[src/hdl/lrf_pkg.sv]
// Shared constants, types and tables for the linear resampler with fade-out.
package lrf_pkg;

   // Store geometry and fade length
   localparam int BUF_DEPTH   = 4096;
   localparam int CHANNELS    = 2;
   localparam int FADE_LEN    = 40;
   localparam int ADDR_W      = $clog2(BUF_DEPTH);
   localparam int STORE_AW    = ADDR_W + 1;
   localparam int STORE_DEPTH = 2 ** STORE_AW;

   // Field and register widths
   localparam int SAMPLE_W   = 24;
   localparam int POS_W      = 12;
   localparam int STEP_W     = 24;
   localparam int COUNT_W    = 13;
   localparam int BASE_W     = 12;
   localparam int ACT_W      = 2;
   localparam int STATUS_W   = 2;
   localparam int CSR_IDX_W  = 3;
   localparam int CSR_DATA_W = 24;

   // Arithmetic widths
   localparam int FRAC_W      = 16;
   localparam int PROD_W      = POS_W + STEP_W;
   localparam int IDX_W       = PROD_W - FRAC_W + 1;
   localparam int LEN_W       = $clog2(FADE_LEN + 1);
   localparam int NUM_W       = LEN_W + FRAC_W;
   localparam int RECIP_SHIFT = NUM_W + LEN_W;
   localparam int RECIP_W     = RECIP_SHIFT + 1;
   localparam int FACTOR_W    = FRAC_W + 1;
   localparam int ACC_W       = 42;

   // Queue between front and back
   localparam int QDEPTH = 8;
   localparam int QPTR_W = $clog2(QDEPTH);
   localparam int QCNT_W = $clog2(QDEPTH + 1);

   // Item actions
   localparam logic ACTION_WRITE = 1'b0;
   localparam logic ACTION_READ  = 1'b1;

   // Result status codes
   localparam logic [STATUS_W-1:0] STATUS_OK       = 2'd0;
   localparam logic [STATUS_W-1:0] STATUS_PADDING  = 2'd1;
   localparam logic [STATUS_W-1:0] STATUS_PAST_END = 2'd2;
   localparam logic [STATUS_W-1:0] STATUS_INACTIVE = 2'd3;

   // Register indexes
   localparam logic [CSR_IDX_W-1:0] CSR_STEP_RATIO      = 3'd0;
   localparam logic [CSR_IDX_W-1:0] CSR_OUT_COUNT       = 3'd1;
   localparam logic [CSR_IDX_W-1:0] CSR_FRAME_COUNT     = 3'd2;
   localparam logic [CSR_IDX_W-1:0] CSR_FADE_ENABLE     = 3'd3;
   localparam logic [CSR_IDX_W-1:0] CSR_READ_BASE       = 3'd4;
   localparam logic [CSR_IDX_W-1:0] CSR_SOURCE_END      = 3'd5;
   localparam logic [CSR_IDX_W-1:0] CSR_ACTIVE_CHANNELS = 3'd6;

   typedef struct packed {
      logic [STEP_W-1:0]  step_ratio;
      logic [COUNT_W-1:0] out_count;
      logic [COUNT_W-1:0] frame_count;
      logic               fade_enable;
      logic [BASE_W-1:0]  read_base;
      logic [COUNT_W-1:0] source_end;
      logic [ACT_W-1:0]   active_channels;
   } cfg_type;

   typedef struct packed {
      logic                is_write;
      logic                channel;
      logic [ADDR_W-1:0]   addr;
      logic [SAMPLE_W-1:0] sample;
      logic [STATUS_W-1:0] status;
      logic [FRAC_W-1:0]   frac;
      logic [FACTOR_W-1:0] factor;
   } queue_item_type;

   // ceil(2^RECIP_SHIFT / len): exact quotient for numerators below 2^NUM_W
   typedef logic [RECIP_W-1:0] recip_table_type [0:FADE_LEN];

   function automatic recip_table_type build_recip_table();
      recip_table_type t;
      t[0] = '0;
      for (int l = 1; l <= FADE_LEN; l++) begin
         t[l] = RECIP_W'(((64'd1 << RECIP_SHIFT) + 64'(l) - 64'd1) / 64'(l));
      end
      return t;
   endfunction

   localparam recip_table_type RECIP_TABLE = build_recip_table();

endpackage

[src/hdl/lrf_queue.sv]
// Short FIFO between the front and back parts.
module lrf_queue (
   input  logic                        clock,
   input  logic                        reset,
   input  logic                        push,
   input  lrf_pkg::queue_item_type     push_item,
   input  logic                        pop,
   output lrf_pkg::queue_item_type     head,
   output logic                        empty,
   output logic [lrf_pkg::QCNT_W-1:0]  count
);

   lrf_pkg::queue_item_type            entries_ff [lrf_pkg::QDEPTH];
   logic [lrf_pkg::QPTR_W-1:0]         wr_ptr_ff;
   logic [lrf_pkg::QPTR_W-1:0]         rd_ptr_ff;
   logic [lrf_pkg::QCNT_W-1:0]         count_ff;
   logic                               full;

   assign empty = (count_ff == '0);
   assign full  = (count_ff == lrf_pkg::QCNT_W'(lrf_pkg::QDEPTH));
   assign count = count_ff;
   assign head  = entries_ff[rd_ptr_ff];

   always_ff @(posedge clock) begin
      if (reset) begin
         wr_ptr_ff <= '0;
         rd_ptr_ff <= '0;
         count_ff  <= '0;
      end else begin
         if (push) begin
            wr_ptr_ff <= wr_ptr_ff + lrf_pkg::QPTR_W'(1);
         end
         if (pop) begin
            rd_ptr_ff <= rd_ptr_ff + lrf_pkg::QPTR_W'(1);
         end
         if (push && !pop) begin
            count_ff <= count_ff + lrf_pkg::QCNT_W'(1);
         end else if (pop && !push) begin
            count_ff <= count_ff - lrf_pkg::QCNT_W'(1);
         end
      end
   end

   always_ff @(posedge clock) begin
      if (push) begin
         entries_ff[wr_ptr_ff] <= push_item;
      end
   end

   a_no_overflow: assert property (@(posedge clock) disable iff (reset)
      push && full |-> pop)
      else $error("queue push while full");

   a_no_underflow: assert property (@(posedge clock) disable iff (reset)
      pop |-> !empty)
      else $error("queue pop while empty");

endmodule

[config.mk]
export PLATFORM = sky130hd
export DESIGN_NAME = lrf_queue
export DESIGN_NICKNAME = d
export VERILOG_FILES = /design/src/hdl/lrf_pkg.sv /design/src/hdl/lrf_queue.sv
export SDC_FILE = /design/constraint.sdc
export NUM_CORES = 1
export LEC_CHECK = 0
export BUFFER_PORTS_ARGS = -buffer_cell sky130_fd_sc_hd__buf_2
export CAP_MARGIN = 40
export CORE_MARGIN = 5
export CORE_UTILIZATION = 34
export DETAILED_ROUTE_END_ITERATION = 16
export SYNTH_ARGS = -nofsm -noshare
export SYNTH_HDL_FRONTEND = slang
export SYNTH_SLANG_ARGS = --single-unit
[constraint.sdc]
create_clock -name clock -period 7.43 [get_ports clock]
set_input_delay 0.743 -clock clock [delete_from_list [all_inputs] [get_ports clock]]
set_output_delay 0.743 -clock clock [all_outputs]
set_load 0.1 [all_outputs]
# --- After elaboration in Yosys (flattened, before gate mapping) ---
# Memory sizes are Yosys's and may differ from the RTL's. A register that Yosys moved wholly into a read port is not among the register bits.
# Index checks and enable logic that the tools add are counted.
word_totals:
  ff_bits: 10
  ramBits: 584
  input_bits: 77
  out_inout_bits: 78
  elab_cells: 20
  memories: 1
memory_table:
  columns: ["name", "words", "width", "read_ports", "rd_clocked_by_memory_dff", "write_ports", "line_no", "text"]
  rows:
  - ["entries_ff", 8, 73, 1, 1, 1, "lrf_queue.sv:13", "lrf_pkg::queue_item_type entries_ff [lrf_pkg::QDEPTH];"]
op_classes:
  add_sub_neg: 4
  n_mux: 6
  n_reduce_logical: 6
ops:
  columns: ["operator", "n"]
  rows:
  - ["two-way mux 4 bit", 2]
  - ["adder 3 x 1 -> 3 bit, second input constant", 2]
  - ["two-way mux 3 bit", 2]
  - ["adder 4 x 1 -> 4 bit, second input constant", 1]
  - ["zero test 4 bit", 1]
  - ["subtractor 4 x 1 -> 4 bit, second input constant", 1]
  - ["logical AND 1 bit", 2]
  - ["zero test 1 bit", 2]
  - ["two-way mux 1 bit", 2]
  - ["nonzero test 2 bit", 1]

# --- Depth between registers and ports, before layout ---
# Gate-level depths: netlist of run 1.
depth:
  word_depth: 4
  mapped_depth: 8
  mapped_depth_nobuf: 8

# --- Worst setup path before layout of run 1 ---
# Ideal clock, no wire load.
synth_timing:
  path_kind: "input to register"
  start: "input port push"
  end: "memory entries_ff[0][0] (netlist bit), enable pin"
  setup_time_ns: 0.594
  arrival_ns: 5.791
  required_ns: 6.836
  slack_ns: 1.045
  path_stages: 2
  n_path_buf: 0
  path_cell_list: "nand2b_1 -> nor3_1"
synth_via:
  elab_chain_len: 2
synth_rtl:
  columns: ["element", "line_no", "text"]
  rows:
  - ["from (decl)", "lrf_queue.sv:5", "input logic push,"]
  - ["two-way mux 1 bit", "lrf_queue.sv:45", "if (push) begin"]
  - ["two-way mux 1 bit (implied by the code)", "lrf_queue.sv:46", "entries_ff[wr_ptr_ff] <= push_item;"]
  - ["to (decl)", "lrf_queue.sv:13", null]
# No other way between the ends.

==> metrics.md, run 1 <==
| Metric | Value |
|---|---|
| Largest net degree at the start of global routing | 57 |
| Yosys warns | 0 |
| Post-synthesis sequential area ratio | 0.771 |
| Antenna Nets Post-Route | 0 |
| Syn_area_per_cell | 25.3 sq um |
| Total power | 8060 uW |
| Chip width | 270 um |
| IO buf count | 154 |
| Critical path type | flop to primary output |
| Post_cts resized | 0 |
| NumNets Final | 1,199 |
| Share of cells above drive strength 1 | 0.339 |
| Fin. max-slew vios | 0 |
| Total CTS buffers | 67 |
| Root Driver | clkbuf_16 |
| Sw Ratio | 0.266 |
| Hpwl dp | 25.0 mm |
| CTS tree | yes |
| Fillers | 5,901 |
| Mapped Cells | 911 |
| Synth cell types | 26 |
| #FFs+latches synth | 597 |
| Count leader, synth | edfxtp_1 |
| Post-route DRC | 0 |
| Hold Fails Final Rpt | 0 |
| CTS Sinks | 597 |
| Combinational Power Share | 0.134 |
| Fin Hold WS | 0.412 ns |
| Net switching power | 2150 uW |
| H-tree Lvls | 3 |
| Power Internal | 5920 uW |
| Clk pwr share | 0.391 |
| Hold path depth | 1 |
| Worst-path clk slew | 0.06 ns |
| Clock Tree Buf Depth | 3 |
| DR iter-0 viols | 557 |
| Clock Latency Late Sink | 0.59 ns |
| Top-level port count | 155 |
| Tcrit/Tclk final | 0.543 |
| FP Rows | 95 |
| GRT Residual Overflow | 0 |
| Die area | 73,200 sq um |
| Vias per inst | 4.95 |
| Flop pwr share | 0.476 |
| Status | finished clean |
| Pleak | 0.00877 uW |
| WL per Instance | 22.9 um |
| Yosys top cell by area | edfxtp_1 |
| First-pass GRT wire length | 69.4 mm |
| Area growth syn-to-layout | 16.7% |
| Mapped Area | 23,100 sq um |
| Hold endpoint | entries_ff[5][26]$_DFFE_PP_ |
| PwrDens | 299 nW/um^2 |
| Ys async rst share | 0 |
| Worst EP arrival | 3.29 ns |
| Critical Path Sink Type | primary output |
| Highest clock rate | 0.248 GHz |
| Hold bufs inserted after CTS | 0 |
| Initial antenna violation count | 7 |
| Syn Nets | 994 |
| Std-Cell Core Area | 67,300 sq um |
| Largest cells by area after synthesis | edfxtp_1 (76%), mux4_1 (12%), mux2_2 (3.6%) |
| Max Cap Viol | 0 |
| Dominant synthesized flop cell | edfxtp_1 |
| EDFF count, synth | 584 |
| Setup tns final | 0 ns |
| Startpoint Class | flop |
| Final GP Congestion | 0.663 |
| Worst-path fanout max | 46 |
| First drt pass iteration count | 7 |
| R2R Path End | entries_ff[0][4]$_DFFE_PP_ |
| FF-to-FF setup slack | 4.92 ns |
| Final setup fails | 0 |
| Minimum clock period | 4.04 ns |
| RSZ-0062 raised after global routing | false |
| Post-CTS Setup Bufs | 0 |
| IR drop worst, VDD | 0.214 mV |
| Min-Delay Startpoint | push_item[26] |
| Die height | 270 um |
| R2R cell count | 4 |
| RR Startpoint | wr_ptr_ff[2]$_SDFFE_PP0P_ |
| Tightest Pin Transition | 0.852 ns |
| Gr usage total | 0.125 |
| Synth cell count leaders | edfxtp_1 (584), mux4_1 (109), mux2_2 (74) |
| Initial Util | 0.343 |
| Clk_skew | 0.0238 ns |
| Detailed Route WL | 46.8 mm |
| Final core utilization | 0.400 |
| CP required | 6.69 ns |
| Total number of vias | 10.1k |
| Vias in the first global route | 11.0k |
| Worst Hold Class | input port to flop |
| Synth top area share | 0.760 |
| Slew margin rel. | 0.432 |
## cells by family (layout without fill, tap and decap cells)
group           count (synthesis)  count (layout)  synth area share
flops                         597             597             0.771
mux                           223             223             0.198
buf+inv                        44             301            0.0183
simple gates                   31              31           0.00575
fa+ha+maj                       6               6           0.00358
xor+xnor                        6               6           0.00228
compound gates                  4               4           0.00103
other cells                     0               3                 0
## cell type report
class / count / area [sq um] / area share
Antenna cell: 3 / 7.51 / 0.000279
Clock buffer: 78 / 1760 / 0.0654
Clock inverter: 43 / 353 / 0.0131
Inverter: 2 / 7.51 / 0.000279
Multi-Input combinational cell: 270 / 4910 / 0.182
Sequential cell: 597 / 17800 / 0.661
Tap cell: 873 / 1090 / 0.0406
Timing Repair Buffer: 178 / 991 / 0.0368
## how the worst max path moves through the flow
stage	slack (ns)	cells past startpoint	from	end
6_report	3.39	5	flop	head[36]
2_1_floorplan	1.04	2	push	entries_ff[0][0]$_DFFE_PP_
5_1_grt	3.22	5	flop	head[46]
3_3_place_gp	3.71	4	flop	head[44]
3_5_place_dp	3.95	5	flop	head[36]
4_1_cts	3.29	5	flop	head[36]
## worst max-delay path, cell delays in order (launching register included)
cell	delay [ns]
dfxtp_4	0.79
buf_4	0.35
buf_16	0.31
mux4_1	0.63
mux2_2	0.28
buf_2	0.29
## sequential cells by signal (all words and copies together), names as in the netlist, named ones only
| register | flops |
|---|---|
| rd_ptr_ff | 3 |
| entries_ff | 584 |
| count | 4 |
| wr_ptr_ff | 3 |
## metrics by stage
step | cell area (sq um) | instances | setup WS, ns
2_1_floorplan | 23100 | 911 | 1.04
3_3_place_gp | 24800 | 1918 | 3.71
3_5_place_dp | 24800 | 1920 | 3.95
4_1_cts | 26900 | 2041 | 3.29
5_1_grt | 26900 | 2041 | 3.22
6_report | 26900 | 2044 | 3.39
## power by group through the flow
| stage | registers [uW] | logic, uW | clock network (uW) |
|---|---|---|---|
| 2_1_floorplan | 3920 | 868 | 0 |
| 3_3_place_gp | 3900 | 1080 | 0 |
| 3_5_place_dp | 3910 | 1090 | 0 |
| 4_1_cts | 3840 | 1090 | 3260 |
| 5_1_grt | 3840 | 1120 | 3390 |
| 6_report | 3840 | 1080 | 3150 |
## layer usage
metal	share of wire	vias to the layer above	GRT usage
met5	0.00058	-	0
met4	0.022	4	0.0363
met3	0.044	80	0.0294
met2	0.51	211	0.220
met1	0.42	5416	0.156
li1	-	4409	-
## cells in the final DEF, fill, tap and decap left out, types with 4 or more instances in the layout
cell type   count
nand2_1         4
buf_4          22
clkinv_1       16
inv_6           4
nor2_1         13
nor2_4          6
clkinvlp_4      8
mux4_1        109
bufinv_16       4
ha_1            5
clkbuf_16      69
clkbuf_1        9
dfxtp_1        10
mux2_2         74
mux4_2         37
edfxtp_1      584
clkinv_2        9
buf_2         154
No activity file was read; power rests on OpenSTA's default activity.
==> inputs of run 2 (changes only) <==
==> constraint.sdc (replaced) <==
create_clock -name clock -period 3.9 [get_ports clock]
set_input_delay 0.39 -clock clock [delete_from_list [all_inputs] [get_ports clock]]
set_output_delay 0.39 -clock clock [all_outputs]
set_load 0.1 [all_outputs]
==> run 2 against run 1 <==
Hold slack got worse by 0.36 ns; sequential share of layout area is 0.41 points lower; non-clock buffer count increased by 4; global-route usage about the same; critical path depth decreased by 1; combinational power is 93% higher; first-iteration DRC count shrank 2.7%; highest routed layer unchanged.
==> metrics.md, run 2 (synthesis gave the netlist of run 1 again) <==
| Metric | Value |
|---|---|
| CTS Sinks | 597 |
| DR iter-0 viols | 542 |
| Fillers | 5,915 |
| Metal-1 WL | 19.8 mm |
| Slowest cell on the critical path | dfxtp_4 |
| NumNets Final | 1,203 |
| Minimum clock period | 3.29 ns |
| Worst EP arrival | 2.90 ns |
| Clock Tree Buf Depth | 3 |
| First-pass GRT wire length | 69.1 mm |
| Setup WS pre-CTS | 1.16 ns |
| GRT Residual Overflow | 0 |
| Combinational Power Share | 0.134 |
| Total power | 15,500 uW |
| H-tree Lvls | 3 |
| Tightest Pin Transition | 0.781 ns |
| Post-CTS Setup Bufs | 0 |
| PwrDens | 573 nW/um^2 |
| Antenna Nets Post-Route | 0 |
| WL per Instance | 22.5 um |
| Final setup fails | 0 |
| Final worst slack | 0.609 ns |
| First drt pass iteration count | 4 |
| Commonest cells after routing, fill and taps aside | edfxtp_1 (584), buf_2 (154), mux4_1 (109) |
| Gr usage total | 0.125 |
| Hold Fails Final Rpt | 0 |
| RR Startpoint | wr_ptr_ff[0]$_SDFFE_PP0P_ |
| Pleak | 0.00885 uW |
| Detailed Route WL | 46.2 mm |
| Vias in the first global route | 10.9k |
| Max reg flops | 584 |
| Critical Path Sink Type | primary output |
| Post_cts resized | 0 |
| Max Cap Viol | 0 |
| R2R Path End | entries_ff[3][38]$_DFFE_PP_ |
| Die height | 270 um |
| Hold endpoint | entries_ff[6][68]$_DFFE_PP_ |
| Met3 WL post-DR | 1.90 mm |
| Top reg by flops | entries_ff |
| Min-Delay Startpoint | push_item[68] |
| Sw Ratio | 0.265 |
| Final GP Congestion | 0.688 |
| Fin area | 27,100 sq um |
| CTS tree | yes |
| Commonest non-fill, non-tap cell in the layout | edfxtp_1 |
| RSZ-0062 raised after global routing | false |
| R2R cell count | 3 |
| Startpoint Class | flop |
| Worst-path fanout max | 38 |
| Hold path depth | 1 |
| Worst-path clk slew | 0.06 ns |
| Total number of vias | 10.1k |
| IO buf count | 154 |
| Worst Hold Class | input port to flop |
| Largest net degree at the start of global routing | 43 |
| Post-route DRC | 0 |
| CP max stage delay | 0.72 ns |
| Hold bufs inserted after CTS | 0 |
| WL met2 | 23.5 mm |
| Highest routed metal layer | met5 |
| Clock Latency Late Sink | 0.60 ns |
| FP Rows | 95 |
| Highest clock rate | 0.304 GHz |
| Total CTS buffers | 67 |
| Status | finished clean |
| Critical path type | flop to primary output |
| Vias per inst | 4.91 |
| Hpwl dp | 25.4 mm |
| CP required | 3.51 ns |
| Tcrit/Tclk final | 0.844 |
| Top-level port count | 155 |
| Fin. max-slew vios | 0 |
| Area growth syn-to-layout | 17.4% |
| Share of cells above drive strength 1 | 0.340 |
| Initial Util | 0.343 |
| Std-Cell Core Area | 67,300 sq um |
| Placement Cell Area | 24,900 sq um |
| Clk_skew | 0.00837 ns |
| Clk pwr share | 0.395 |
| Die area | 73,200 sq um |
| Slew margin rel. | 0.480 |
| Root Driver | clkbuf_16 |
| Initial antenna violation count | 10 |
| IR drop worst, VDD | 0.421 mV |
| Crit-path cells | buf_12 -> mux4_1 -> mux2_2 -> buf_2 |
| Chip width | 270 um |
| Net switching power | 4110 uW |
| Flop pwr share | 0.470 |
| Power Internal | 11,400 uW |
| FF-to-FF setup slack | 1.96 ns |
[run 2: how the worst max path moves through the flow]
| stage | end | cells past startpoint |
|---|---|---|
| after floorplan | entries_ff[3][0]$_DFFE_PP_ | 2 |
| after global placement | head[58] | 4 |
| after detailed placement | head[58] | 4 |
| after CTS | head[58] | 4 |
| after global routing | head[58] | 4 |
| final | head[58] | 4 |
[run 2: area by class of cell]
| class | count | area (sq um) | share of cell area |
|---|---|---|---|
| Multi-Input combinational cell | 270 | 4930 | 0.182 |
| Clock inverter | 39 | 420 | 0.0155 |
| Sequential cell | 597 | 17800 | 0.657 |
| Clock buffer | 84 | 1760 | 0.0650 |
| Antenna cell | 5 | 12.5 | 0.000462 |
| Inverter | 2 | 7.51 | 0.000277 |
| Timing Repair Buffer | 182 | 1070 | 0.0394 |
| Tap cell | 873 | 1090 | 0.0403 |
[run 2: power groups by stage]
stage               Clock (uW)  Sequential [uW]  Combinational (uW)
global placement             0             7430                2090
floorplan                    0             7460                1660
global route              6620             7320                2180
finish                    6140             7300                2080
CTS                       6350             7310                2110
detailed placement           0             7440                2110
[run 2: stage by stage]
step                hold WS [ns]  utilization  std cells  TNS, ns
finish                    0.0553        0.403       2052        0
global route              0.0246        0.403       2048        0
CTS                      0.00124        0.403       2047        0
detailed placement         0.517        0.370       1924        0
floorplan                  0.485            -        911   -85.25
global placement           0.505        0.370       1924        0
[run 2: critical path, delay by kind of cell (launching register included)]
| kind | cells | cell delay, ns |
|---|---|---|
| mux | 2 | 0.89 |
| flops | 1 | 0.72 |
| buf+inv | 2 | 0.66 |
[run 2: layer usage]
metal  vias up  track usage
li1       4446            -
met1      5332        0.160
met2       204        0.212
met3        78       0.0301
met4        12       0.0394
met5         -            0
