File: config.mk
export PLATFORM = sky130hd
export DESIGN_NAME = lrf_front
export DESIGN_NICKNAME = d
export VERILOG_FILES = /design/src/hdl/lrf_pkg.sv /design/src/hdl/lrf_front.sv
export SDC_FILE = /design/constraint.sdc
export NUM_CORES = 2
export LEC_CHECK = 0
export ABC_AREA = 1
export ABC_CLOCK_PERIOD_IN_PS = 8000
export BUFFER_PORTS_ARGS = -buffer_cell sky130_fd_sc_hd__buf_2
export CAP_MARGIN = 15
export CORE_MARGIN = 3
export CORE_UTILIZATION = 48
export CTS_BUF_LIST = sky130_fd_sc_hd__clkbuf_4 sky130_fd_sc_hd__clkbuf_8
export CTS_CLUSTER_SIZE = 28
export DETAILED_ROUTE_END_ITERATION = 12
export GPL_TIMING_DRIVEN = 0
export PLACE_DENSITY = 0.66
export SLEW_MARGIN = 10
export SYNTH_ARGS = -nofsm -noshare
export SYNTH_HDL_FRONTEND = slang
export SYNTH_SLANG_ARGS = --single-unit
File: constraint.sdc
create_clock -name clock -period 8 [get_ports clock]
set_input_delay 0.4 -clock clock [delete_from_list [all_inputs] [get_ports clock]]
set_output_delay 0.4 -clock clock [all_outputs]
set_load 0.01 [all_outputs]
File: src/hdl/lrf_pkg.sv
// Shared constants, types and tables for the linear resampler with fade-out.
package lrf_pkg;

   // Store geometry and fade length
   localparam int BUF_DEPTH   = 4096;
   localparam int CHANNELS    = 2;
   localparam int FADE_LEN    = 40;
   localparam int ADDR_W      = $clog2(BUF_DEPTH);
   localparam int STORE_AW    = ADDR_W + 1;
   localparam int STORE_DEPTH = 2 ** STORE_AW;

   // Field and register widths
   localparam int SAMPLE_W   = 24;
   localparam int POS_W      = 12;
   localparam int STEP_W     = 24;
   localparam int COUNT_W    = 13;
   localparam int BASE_W     = 12;
   localparam int ACT_W      = 2;
   localparam int STATUS_W   = 2;
   localparam int CSR_IDX_W  = 3;
   localparam int CSR_DATA_W = 24;

   // Arithmetic widths
   localparam int FRAC_W      = 16;
   localparam int PROD_W      = POS_W + STEP_W;
   localparam int IDX_W       = PROD_W - FRAC_W + 1;
   localparam int LEN_W       = $clog2(FADE_LEN + 1);
   localparam int NUM_W       = LEN_W + FRAC_W;
   localparam int RECIP_SHIFT = NUM_W + LEN_W;
   localparam int RECIP_W     = RECIP_SHIFT + 1;
   localparam int FACTOR_W    = FRAC_W + 1;
   localparam int ACC_W       = 42;

   // Queue between front and back
   localparam int QDEPTH = 8;
   localparam int QPTR_W = $clog2(QDEPTH);
   localparam int QCNT_W = $clog2(QDEPTH + 1);

   // Item actions
   localparam logic ACTION_WRITE = 1'b0;
   localparam logic ACTION_READ  = 1'b1;

   // Result status codes
   localparam logic [STATUS_W-1:0] STATUS_OK       = 2'd0;
   localparam logic [STATUS_W-1:0] STATUS_PADDING  = 2'd1;
   localparam logic [STATUS_W-1:0] STATUS_PAST_END = 2'd2;
   localparam logic [STATUS_W-1:0] STATUS_INACTIVE = 2'd3;

   // Register indexes
   localparam logic [CSR_IDX_W-1:0] CSR_STEP_RATIO      = 3'd0;
   localparam logic [CSR_IDX_W-1:0] CSR_OUT_COUNT       = 3'd1;
   localparam logic [CSR_IDX_W-1:0] CSR_FRAME_COUNT     = 3'd2;
   localparam logic [CSR_IDX_W-1:0] CSR_FADE_ENABLE     = 3'd3;
   localparam logic [CSR_IDX_W-1:0] CSR_READ_BASE       = 3'd4;
   localparam logic [CSR_IDX_W-1:0] CSR_SOURCE_END      = 3'd5;
   localparam logic [CSR_IDX_W-1:0] CSR_ACTIVE_CHANNELS = 3'd6;

   typedef struct packed {
      logic [STEP_W-1:0]  step_ratio;
      logic [COUNT_W-1:0] out_count;
      logic [COUNT_W-1:0] frame_count;
      logic               fade_enable;
      logic [BASE_W-1:0]  read_base;
      logic [COUNT_W-1:0] source_end;
      logic [ACT_W-1:0]   active_channels;
   } cfg_type;

   typedef struct packed {
      logic                is_write;
      logic                channel;
      logic [ADDR_W-1:0]   addr;
      logic [SAMPLE_W-1:0] sample;
      logic [STATUS_W-1:0] status;
      logic [FRAC_W-1:0]   frac;
      logic [FACTOR_W-1:0] factor;
   } queue_item_type;

   // ceil(2^RECIP_SHIFT / len): exact quotient for numerators below 2^NUM_W
   typedef logic [RECIP_W-1:0] recip_table_type [0:FADE_LEN];

   function automatic recip_table_type build_recip_table();
      recip_table_type t;
      t[0] = '0;
      for (int l = 1; l <= FADE_LEN; l++) begin
         t[l] = RECIP_W'(((64'd1 << RECIP_SHIFT) + 64'(l) - 64'd1) / 64'(l));
      end
      return t;
   endfunction

   localparam recip_table_type RECIP_TABLE = build_recip_table();

endpackage

File: src/hdl/lrf_front.sv
// Front part: accept items, form the source position, classify and pre-compute the fade factor.
module lrf_front (
   input  logic                          clock,
   input  logic                          reset,
   input  lrf_pkg::cfg_type              cfg,
   input  logic                          req_valid,
   output logic                          req_stall,
   input  logic                          req_action,
   input  logic                          req_channel,
   input  logic [lrf_pkg::POS_W-1:0]     req_position,
   input  logic [lrf_pkg::SAMPLE_W-1:0]  req_sample_in,
   input  logic [lrf_pkg::QCNT_W-1:0]    q_count,
   output logic                          push,
   output lrf_pkg::queue_item_type       push_item
);

   // Stage one: raw item and position product
   logic                           v1_ff;
   logic                           action1_ff;
   logic                           ch1_ff;
   logic [lrf_pkg::POS_W-1:0]      pos1_ff;
   logic [lrf_pkg::SAMPLE_W-1:0]   sample1_ff;
   logic [lrf_pkg::PROD_W-1:0]     prod1_ff;
   logic [lrf_pkg::PROD_W-1:0]     prod1_in;

   // Stage two: classified item
   logic                           v2_ff;
   logic                           keep2_ff;
   logic                           is_write2_ff;
   logic                           ch2_ff;
   logic [lrf_pkg::ADDR_W-1:0]     addr2_ff;
   logic [lrf_pkg::SAMPLE_W-1:0]   sample2_ff;
   logic [lrf_pkg::STATUS_W-1:0]   status2_ff;
   logic [lrf_pkg::FRAC_W-1:0]     frac2_ff;
   logic                           apply2_ff;
   logic [lrf_pkg::NUM_W-1:0]      num2_ff;
   logic [lrf_pkg::RECIP_W-1:0]    recip2_ff;

   logic                           accept;
   logic [lrf_pkg::QCNT_W:0]       occupancy;

   logic [lrf_pkg::FRAC_W-1:0]     frac;
   logic [lrf_pkg::IDX_W-1:0]      idx;
   logic [lrf_pkg::IDX_W-1:0]      idx_next;
   logic [lrf_pkg::COUNT_W-1:0]    end_eff;
   logic                           past_end;
   logic                           inactive;
   logic                           padding;
   logic                           write_ok;
   logic [lrf_pkg::STATUS_W-1:0]   status_in;
   logic [lrf_pkg::COUNT_W-1:0]    pos_ext;
   logic                           fade_on;
   logic [lrf_pkg::LEN_W-1:0]      len;
   logic [lrf_pkg::COUNT_W-1:0]    fade_start;
   logic [lrf_pkg::LEN_W-1:0]      k;
   logic [lrf_pkg::LEN_W-1:0]      len_left;
   logic                           apply_in;
   logic [lrf_pkg::NUM_W-1:0]      num_in;

   logic [lrf_pkg::NUM_W+lrf_pkg::RECIP_W-1:0] fade_prod;
   logic [lrf_pkg::FACTOR_W-1:0]   factor;

   // Hold off new items once everything in flight could fill the queue
   assign occupancy = (lrf_pkg::QCNT_W+1)'(q_count) + (lrf_pkg::QCNT_W+1)'(v1_ff)
                      + (lrf_pkg::QCNT_W+1)'(v2_ff);
   assign req_stall = occupancy >= (lrf_pkg::QCNT_W+1)'(lrf_pkg::QDEPTH);
   assign accept    = req_valid && !req_stall;

   assign prod1_in = lrf_pkg::PROD_W'(req_position) * lrf_pkg::PROD_W'(cfg.step_ratio);

   // Split position into whole index and fraction, and classify the item
   always_comb begin
      frac     = prod1_ff[lrf_pkg::FRAC_W-1:0];
      idx      = lrf_pkg::IDX_W'(cfg.read_base)
                 + lrf_pkg::IDX_W'(prod1_ff[lrf_pkg::PROD_W-1:lrf_pkg::FRAC_W]);
      idx_next = idx + lrf_pkg::IDX_W'(1);
      end_eff  = (cfg.source_end > lrf_pkg::COUNT_W'(lrf_pkg::BUF_DEPTH))
                 ? lrf_pkg::COUNT_W'(lrf_pkg::BUF_DEPTH) : cfg.source_end;
      past_end = (idx >= lrf_pkg::IDX_W'(end_eff))
                 || ((frac != '0) && (idx_next >= lrf_pkg::IDX_W'(end_eff)));
      pos_ext  = lrf_pkg::COUNT_W'(pos1_ff);
      inactive = ({1'b0, ch1_ff} >= cfg.active_channels)
                 || (32'(ch1_ff) >= 32'(lrf_pkg::CHANNELS));
      padding  = (pos_ext >= cfg.out_count) || (pos_ext >= cfg.frame_count);
      write_ok = (32'(ch1_ff) < 32'(lrf_pkg::CHANNELS))
                 && (32'(pos1_ff) < 32'(lrf_pkg::BUF_DEPTH));

      if (inactive) begin
         status_in = lrf_pkg::STATUS_INACTIVE;
      end else if (padding) begin
         status_in = lrf_pkg::STATUS_PADDING;
      end else if (past_end) begin
         status_in = lrf_pkg::STATUS_PAST_END;
      end else begin
         status_in = lrf_pkg::STATUS_OK;
      end
   end

   // Fade numerator (len-k)*2^16 + len/2 and the reciprocal of len
   always_comb begin
      fade_on    = cfg.fade_enable && (cfg.out_count < cfg.frame_count);
      len        = (cfg.out_count < lrf_pkg::COUNT_W'(lrf_pkg::FADE_LEN))
                   ? lrf_pkg::LEN_W'(cfg.out_count) : lrf_pkg::LEN_W'(lrf_pkg::FADE_LEN);
      fade_start = cfg.out_count - lrf_pkg::COUNT_W'(len);
      apply_in   = fade_on && (pos_ext >= fade_start) && (len != '0);
      k          = lrf_pkg::LEN_W'(pos_ext - fade_start);
      len_left   = len - k;
      num_in     = {len_left, lrf_pkg::FRAC_W'(0)} + lrf_pkg::NUM_W'(len >> 1);
   end

   always_ff @(posedge clock) begin
      if (reset) begin
         v1_ff <= 1'b0;
         v2_ff <= 1'b0;
      end else begin
         v1_ff <= accept;
         v2_ff <= v1_ff;
      end
   end

   always_ff @(posedge clock) begin
      if (accept) begin
         action1_ff <= req_action;
         ch1_ff     <= req_channel;
         pos1_ff    <= req_position;
         sample1_ff <= req_sample_in;
         prod1_ff   <= prod1_in;
      end
      if (v1_ff) begin
         is_write2_ff <= (action1_ff == lrf_pkg::ACTION_WRITE);
         keep2_ff     <= (action1_ff == lrf_pkg::ACTION_READ) || write_ok;
         ch2_ff       <= ch1_ff;
         addr2_ff     <= (action1_ff == lrf_pkg::ACTION_WRITE)
                         ? lrf_pkg::ADDR_W'(pos1_ff) : idx[lrf_pkg::ADDR_W-1:0];
         sample2_ff   <= sample1_ff;
         status2_ff   <= status_in;
         frac2_ff     <= frac;
         apply2_ff    <= apply_in;
         num2_ff      <= num_in;
         recip2_ff    <= lrf_pkg::RECIP_TABLE[len];
      end
   end

   // Exact division by len through the reciprocal; unity factor when no fade
   assign fade_prod = (lrf_pkg::NUM_W+lrf_pkg::RECIP_W)'(num2_ff)
                      * (lrf_pkg::NUM_W+lrf_pkg::RECIP_W)'(recip2_ff);
   assign factor    = apply2_ff
                      ? lrf_pkg::FACTOR_W'(fade_prod >> lrf_pkg::RECIP_SHIFT)
                      : lrf_pkg::FACTOR_W'(1 << lrf_pkg::FRAC_W);

   assign push = v2_ff && keep2_ff;

   always_comb begin
      push_item          = '0;
      push_item.is_write = is_write2_ff;
      push_item.channel  = ch2_ff;
      push_item.addr     = addr2_ff;
      push_item.sample   = sample2_ff;
      push_item.status   = status2_ff;
      push_item.frac     = frac2_ff;
      push_item.factor   = factor;
   end

   a_occupancy_bound: assert property (@(posedge clock) disable iff (reset)
      occupancy <= (lrf_pkg::QCNT_W+1)'(lrf_pkg::QDEPTH))
      else $error("front occupancy exceeds queue depth");

endmodule

---- After elaboration in Yosys (flattened, before gate mapping) ----
Memories as Yosys holds them, arrays and structs flattened. A register that Yosys moved wholly into a read port is not among the register bits.
Index checks and enable logic that the tools add are counted.
word-level totals
  bits in registers ....................... 155
  memories ................................ 1
  word-level logic and storage cells ...... 56
  output and inout bits ................... 75
  memory bits (read-only) ................. 1856
  input port bits ......................... 123
cells by class
  $lt $le $gt $ge ......................... 10
  $add $sub $neg .......................... 8
  reduce and logical (&&, ||, !) cells .... 11
  mux-type cells .......................... 6
  multipliers ............................. 2
  bitwise logic cells ..................... 2
memory list
  name              words  bits a word  rd ports  clocked after Yosys merged registers in  write ports  RTL line          RTL
  (name not given)  64     29           1         1                                        0            lrf_front.sv:140  recip2_ff <= lrf_pkg::RECIP_TABLE[len];
operators by type and width
  kind                                                                                 count
  22-bit by 29-bit multiplier with 45-bit output                                       1
  21-bit by 13-bit greater-or-equal comparator with 1-bit output                       2
  12-bit by 13-bit greater-or-equal comparator with 1-bit output                       3
  12-bit by 24-bit multiplier with 36-bit output                                       1
  22-bit by 5-bit adder with 22-bit output                                             1
  12-bit by 20-bit adder with 21-bit output                                            1
  21-bit by 1-bit adder with 21-bit output, second input constant                      1
  17-bit two-way mux                                                                   1
  16-bit nonzero test                                                                  1
  13-bit > comparator, second input constant                                           1
  13-bit < comparator                                                                  1
  13-bit by 6-bit < comparator with 1-bit output, second input constant                1
  13-bit two-way mux                                                                   1
  13-bit by 6-bit subtractor with 13-bit output                                        1
  12-bit two-way mux                                                                   1
  6-bit subtractor                                                                     2
  6-bit inverter with 7-bit output                                                     1
  6-bit two-way mux                                                                    1
  6-bit nonzero test                                                                   1
  4-bit by 1-bit adder with 5-bit output                                               1
  5-bit by 1-bit adder with 5-bit output                                               1
  5-bit by 4-bit greater-or-equal comparator with 1-bit output, second input constant  1
  1-bit logical AND                                                                    5
  2-bit two-way mux                                                                    2
  5 further kinds                                                                      6

---- Depth between registers and ports, before layout ----
  depth in word-level cells ............... 7
  mapped depth ............................ 30
  depth with buffers taken out ............ 30

---- Worst setup path after synthesis ----
Ideal clock, no wire load.
  path type ............................... reg-to-reg
  from .................................... register v1_ff
  to ...................................... register action1_ff (enable)
  clock period less this slack ............ 7.141 ns
  library setup time ...................... 0.507 ns
  buffers on the path ..................... 0
  data arrival time ....................... 6.634 ns
  cell stages (with the launch flop) ...... 6
  setup slack ............................. 0.859 ns
  data required time ...................... 7.493 ns
  path through ............................ dfxtp_1 inv_1 fa_1 nor2_1 o21ai_0 nor2_1
between the ends
  longest elaborated chain between the ends .. 5
ends and longest elaborated chain
  item                                                          RTL line          RTL
  from (decl)                                                   lrf_front.sv:18   logic v1_ff;
  from (signal assigned)                                        lrf_front.sv:116  v1_ff <= accept;
  4-bit by 1-bit adder with 5-bit output                        lrf_front.sv:64   assign occupancy = (lrf_pkg::QCNT_W+1)'(q_count) + (lrf_pkg::QCNT_W+1)'(v1_ff)
  5-bit by 1-bit adder with 5-bit output                        lrf_front.sv:65   + (lrf_pkg::QCNT_W+1)'(v2_ff);
  5-bit by 4-bit greater-or-equal comparator with 1-bit output  lrf_front.sv:66   assign req_stall = occupancy >= (lrf_pkg::QCNT_W+1)'(lrf_pkg::QDEPTH);
  net req_stall                                                 lrf_front.sv:7    output logic req_stall,
  1-bit logical NOT                                             lrf_front.sv:67   assign accept = req_valid && !req_stall;
  1-bit logical AND                                             lrf_front.sv:67
  net accept                                                    lrf_front.sv:39   logic accept;
  to (signal assigned)                                          lrf_front.sv:123  action1_ff <= req_action;
  to (decl)                                                     lrf_front.sv:19   logic action1_ff;
The timed path passes the listed nets, and every way through them passes these cells.
A chain may end at the register's enable or synchronous reset.

==> summary.md <==
The routed design uses 4650 um of met3 wire. For this run, the detailed router's first-pass iteration total came to 6. The worst register-to-register path has a setup slack of 3.68 ns. The number of synthesized flops with an enable pin was 171; the routed length on met2 was 40410 um. The flow ran to the end, and the final reports show no timing, DRC or antenna violations. Data on the critical path arrives at its endpoint at 7.21 ns. The largest single stage delay on the critical path is 0.55 ns.

The critical path is of the reg -> out type. On the final layout, the worst clock skew is 0.02170 ns. Depth of the CTS H-tree: 4. After floorplanning, the core was divided into 91 placement rows.

After synthesis, the mean cell area works out to 8.072 um2. The congestion estimate from routability-driven global placement came to 0.9451. STA classifies the critical path endpoint as an output port. The uppermost signal routing layer after detailed routing was met5. In the routed design, unresolved DRC markers number 0. From synthesis to final layout, the design area changed by 8.796%.

The die is 258.4 um wide. In this run, placement finished with an instance count of 4826. Core utilization of the finished layout: 53.33%.

The netlist uses 62 different library cells. Ranked by total cell area, the synthesized netlist is headed by fa_1 28%, edfxtp_1 17%, ha_1 15%, nand2_1 12%, inv_1 11%. The final count of hold timing violations is 0.

After clock tree synthesis, the clock-pin slew on the worst setup and hold paths is 0.11 ns. Leaving out fill and tap cells, the most frequent cells in the layout are 991 x nand2_1, 918 x inv_1, 431 x fa_1, 369 x ha_1, 211 x buf_2. The share of synthesized registers carrying an async set or reset was 0%; the instance area after placement was 32700 um2. Dividing total power by cell area gives a power density of 232.5 nW/um2. The leakage power total was 18.27 nW; the non-filler instance count after layout was 4879. The start point of the worst min-delay path was reset. Derived from the worst setup path, the maximum achievable clock frequency is 131.4 MHz. The leading cell type in the layout, fill and taps excluded was nand2_1. The number of nets in the layout is 4942, and the synthesized net count is 4712. The initial antenna violation count came out at 14.

In this run the worst path has a maximum fanout of 10. For this design, the slowest cell found on the critical path is fa_1. Synthesis inferred 173 register bits. The remaining number of nets flagged by the antenna check after routing was 0; the half-perimeter wire length of the detailed placement result was 70640 um.

The area fraction of the dominant cell type after synthesis is 28.21%. The run gives 33270 um2 as the area of all placed cells without fillers. Global routing consumed, over all layers together, 25.35% of the routing resources. For the final-report max-slew violation count, the log shows 0. The number of top-level design ports is 198.

Summed over all layers, the global routing overflow is 0. The total core area came out at 62390 um2. The global-route wire length before repair came out at 133500 um.

The transition at the pin with the smallest max-transition slack is 0.8248 ns, and the height of the die is 258.4 um. Headroom to the max-slew limit came out at 44.51%. Clock tree synthesis selected as its root buffer the cell clkbuf_8. After technology mapping, the gate count stands at 3789.

The post-detailed-route via-to-cell ratio was 5.124. The number of fill cells in the layout is 6154, and the power after layout is 0.007735 W. The worst register-to-register path begins at prod1_ff[16]. The worst setup path is launched from a flip-flop.

TritonCTS built the clock tree. The routed metal-1 wirelength is 34330 um, and the buffer depth of the longest clock path is 2. For the count of vias placed by the detailed router, the log shows 25000. The logs give 0 for the number of setup violations in the final report and 1679 for the count of routing violations after the opening detailed-route iteration. The post-route netlist has 8.532% of its cells at a drive strength greater than 1.

Max-cap violations in this run came to 0. The die covers 66780 um2. The most used flip-flop cell after synthesis is edfxtp_1.

Yosys printed 0 warnings. The origin of the worst setup path was recip2_ff[14]. For the worst setup path, the data required time is 7.60 ns. In this run the worst hold path is classified as in -> reg. The run gives 30580 um2 as the netlist area before placement. IR analysis of the VDD net gives a maximum drop of 0.2067 mV. The number of hold-repair buffers added at the cts stage was 0.

The final period demand of the worst path is 7.613 ns, and the via count of the first global-routing pass is 25400. Counting the buffers created by CTS gives 17. The logs give 49.02% for the effective utilization at floorplan and 0.49 ns for the clock network latency to the later pin of the worst-skew pair.

The ratio of final minimum period to clock period was 95.17%; the total wire length was 82680 um. Input and output buffers added on the ports amount to 197. The logs give 16.92% for the proportion of synthesized chip area in sequential cells and 66 for the largest net degree at the start of global routing.

The detailed-route wire length per cell came out at 16.95 um. Cell type with the largest total area after synthesis: fa_1. The run gives 173 as the CTS sink count.
-- state kept, by name, summed over array words and instances (netlist names), 2 cells and up --
name,count
pos1_ff,12
status2_ff,2
num2_ff,11
addr2_ff,12
recip2_ff,29
sample2_ff,24
prod1_ff,36
frac2_ff,16
sample1_ff,24
-- cells by family (layout without fill, tap and decap cells) --
kind of cell | count (synthesis) | after routing | synth area share (%)
compound gates | 346 | 346 | 6.627
buf+inv | 1046 | 1289 | 12.92
flops | 173 | 173 | 16.92
simple gates | 1352 | 1352 | 18.18
xor+xnor | 71 | 71 | 2.033
fa+ha+maj | 800 | 800 | 43.31
other cells | 1 | 11 | 0.01226
-- critical path: cells and delay by family (launching register included) --
kind,cells,cell delay (ns)
and+or+nand+nor,6,1.21
adders and majority gates,8,3.63
DFF,1,0.36
buffers and inverters,8,1.03
AOI/OAI and AO/OA,4,0.49
-- cell type report --
cell class | count | area (um2) | share of cell area, %
repair buffers | 221 | 1211 | 3.640
inverters | 922 | 3461 | 10.40
clock buffers | 17 | 234.0 | 0.7032
diodes | 10 | 25.02 | 0.07520
well taps | 837 | 1047 | 3.147
flip-flops and latches | 173 | 5179 | 15.56
multi-input cells | 2570 | 21490 | 64.59
plain buffers | 114 | 479.2 | 1.440
clock inverters | 15 | 145.1 | 0.4362
-- synthesized netlist by cell type, types with 6 or more instances --
library cell  count
inv_1           918
nand3_1          74
nand2_2          15
o221ai_1          8
o211ai_1         11
fa_1            431
a31oi_1          11
nor2_1          166
ha_1            369
nand2_1         991
nor3_1           22
nor2_2           10
a21oi_1         145
nand4_1          26
a21o_1            7
buf_1             8
o2111ai_1         7
o311ai_0          6
clkbuf_1        103
o21ai_1           7
nor4_1           15
o21bai_1          6
edfxtp_1        171
o21ai_0          92
buf_2            10
o21a_1           15
xor2_1           48
xnor2_1          23
-- stage by stage --
stage / hold slack, ns / TNS, ns / worst slack, ns
floorplan: 0.4003 / 0 / 0.8586
global placement: 0.4005 / -114.02 / -1.560
detailed placement: 0.4045 / 0 / 0.3186
CTS: 0.02030 / 0 / 0.007546
global route: 0.03008 / -0.008634 / -0.008634
finish: 0.06334 / 0 / 0.3868
-- final timing paths --
path / depth (start not counted) / to
min: 2 / v2_ff
min reg2reg: 0 / sample2_ff[22]
max reg2reg: 26 / status2_ff[1]
max: 26 / push_item[14]
-- layer usage --
metal	vias to the layer above	GRT usage (%)
met5	-	0
met4	8	10.32
met3	160	3.088
met2	730	44.01
met1	12040	32.19
li1	12060	-
-- what timing repair did --
item | 4_1_cts | 5_1_grt
setup buffers | 0 | 21
endpoints found under the setup margin | 6 | 7
cloned | 0 | 0
gates resized for setup | 9 | 29
-- report_power, final --
group | switching (W) | leakage [nW] | internal, W
sequential | 0.0000717 | 1.66 | 0.00135
combinational | 0.00361 | 16.4 | 0.00211
clock | 0.000364 | 0.181 | 0.000229
total | 0.00405 | 18.3 | 0.00369
Power figures use the tool's default switching activity.
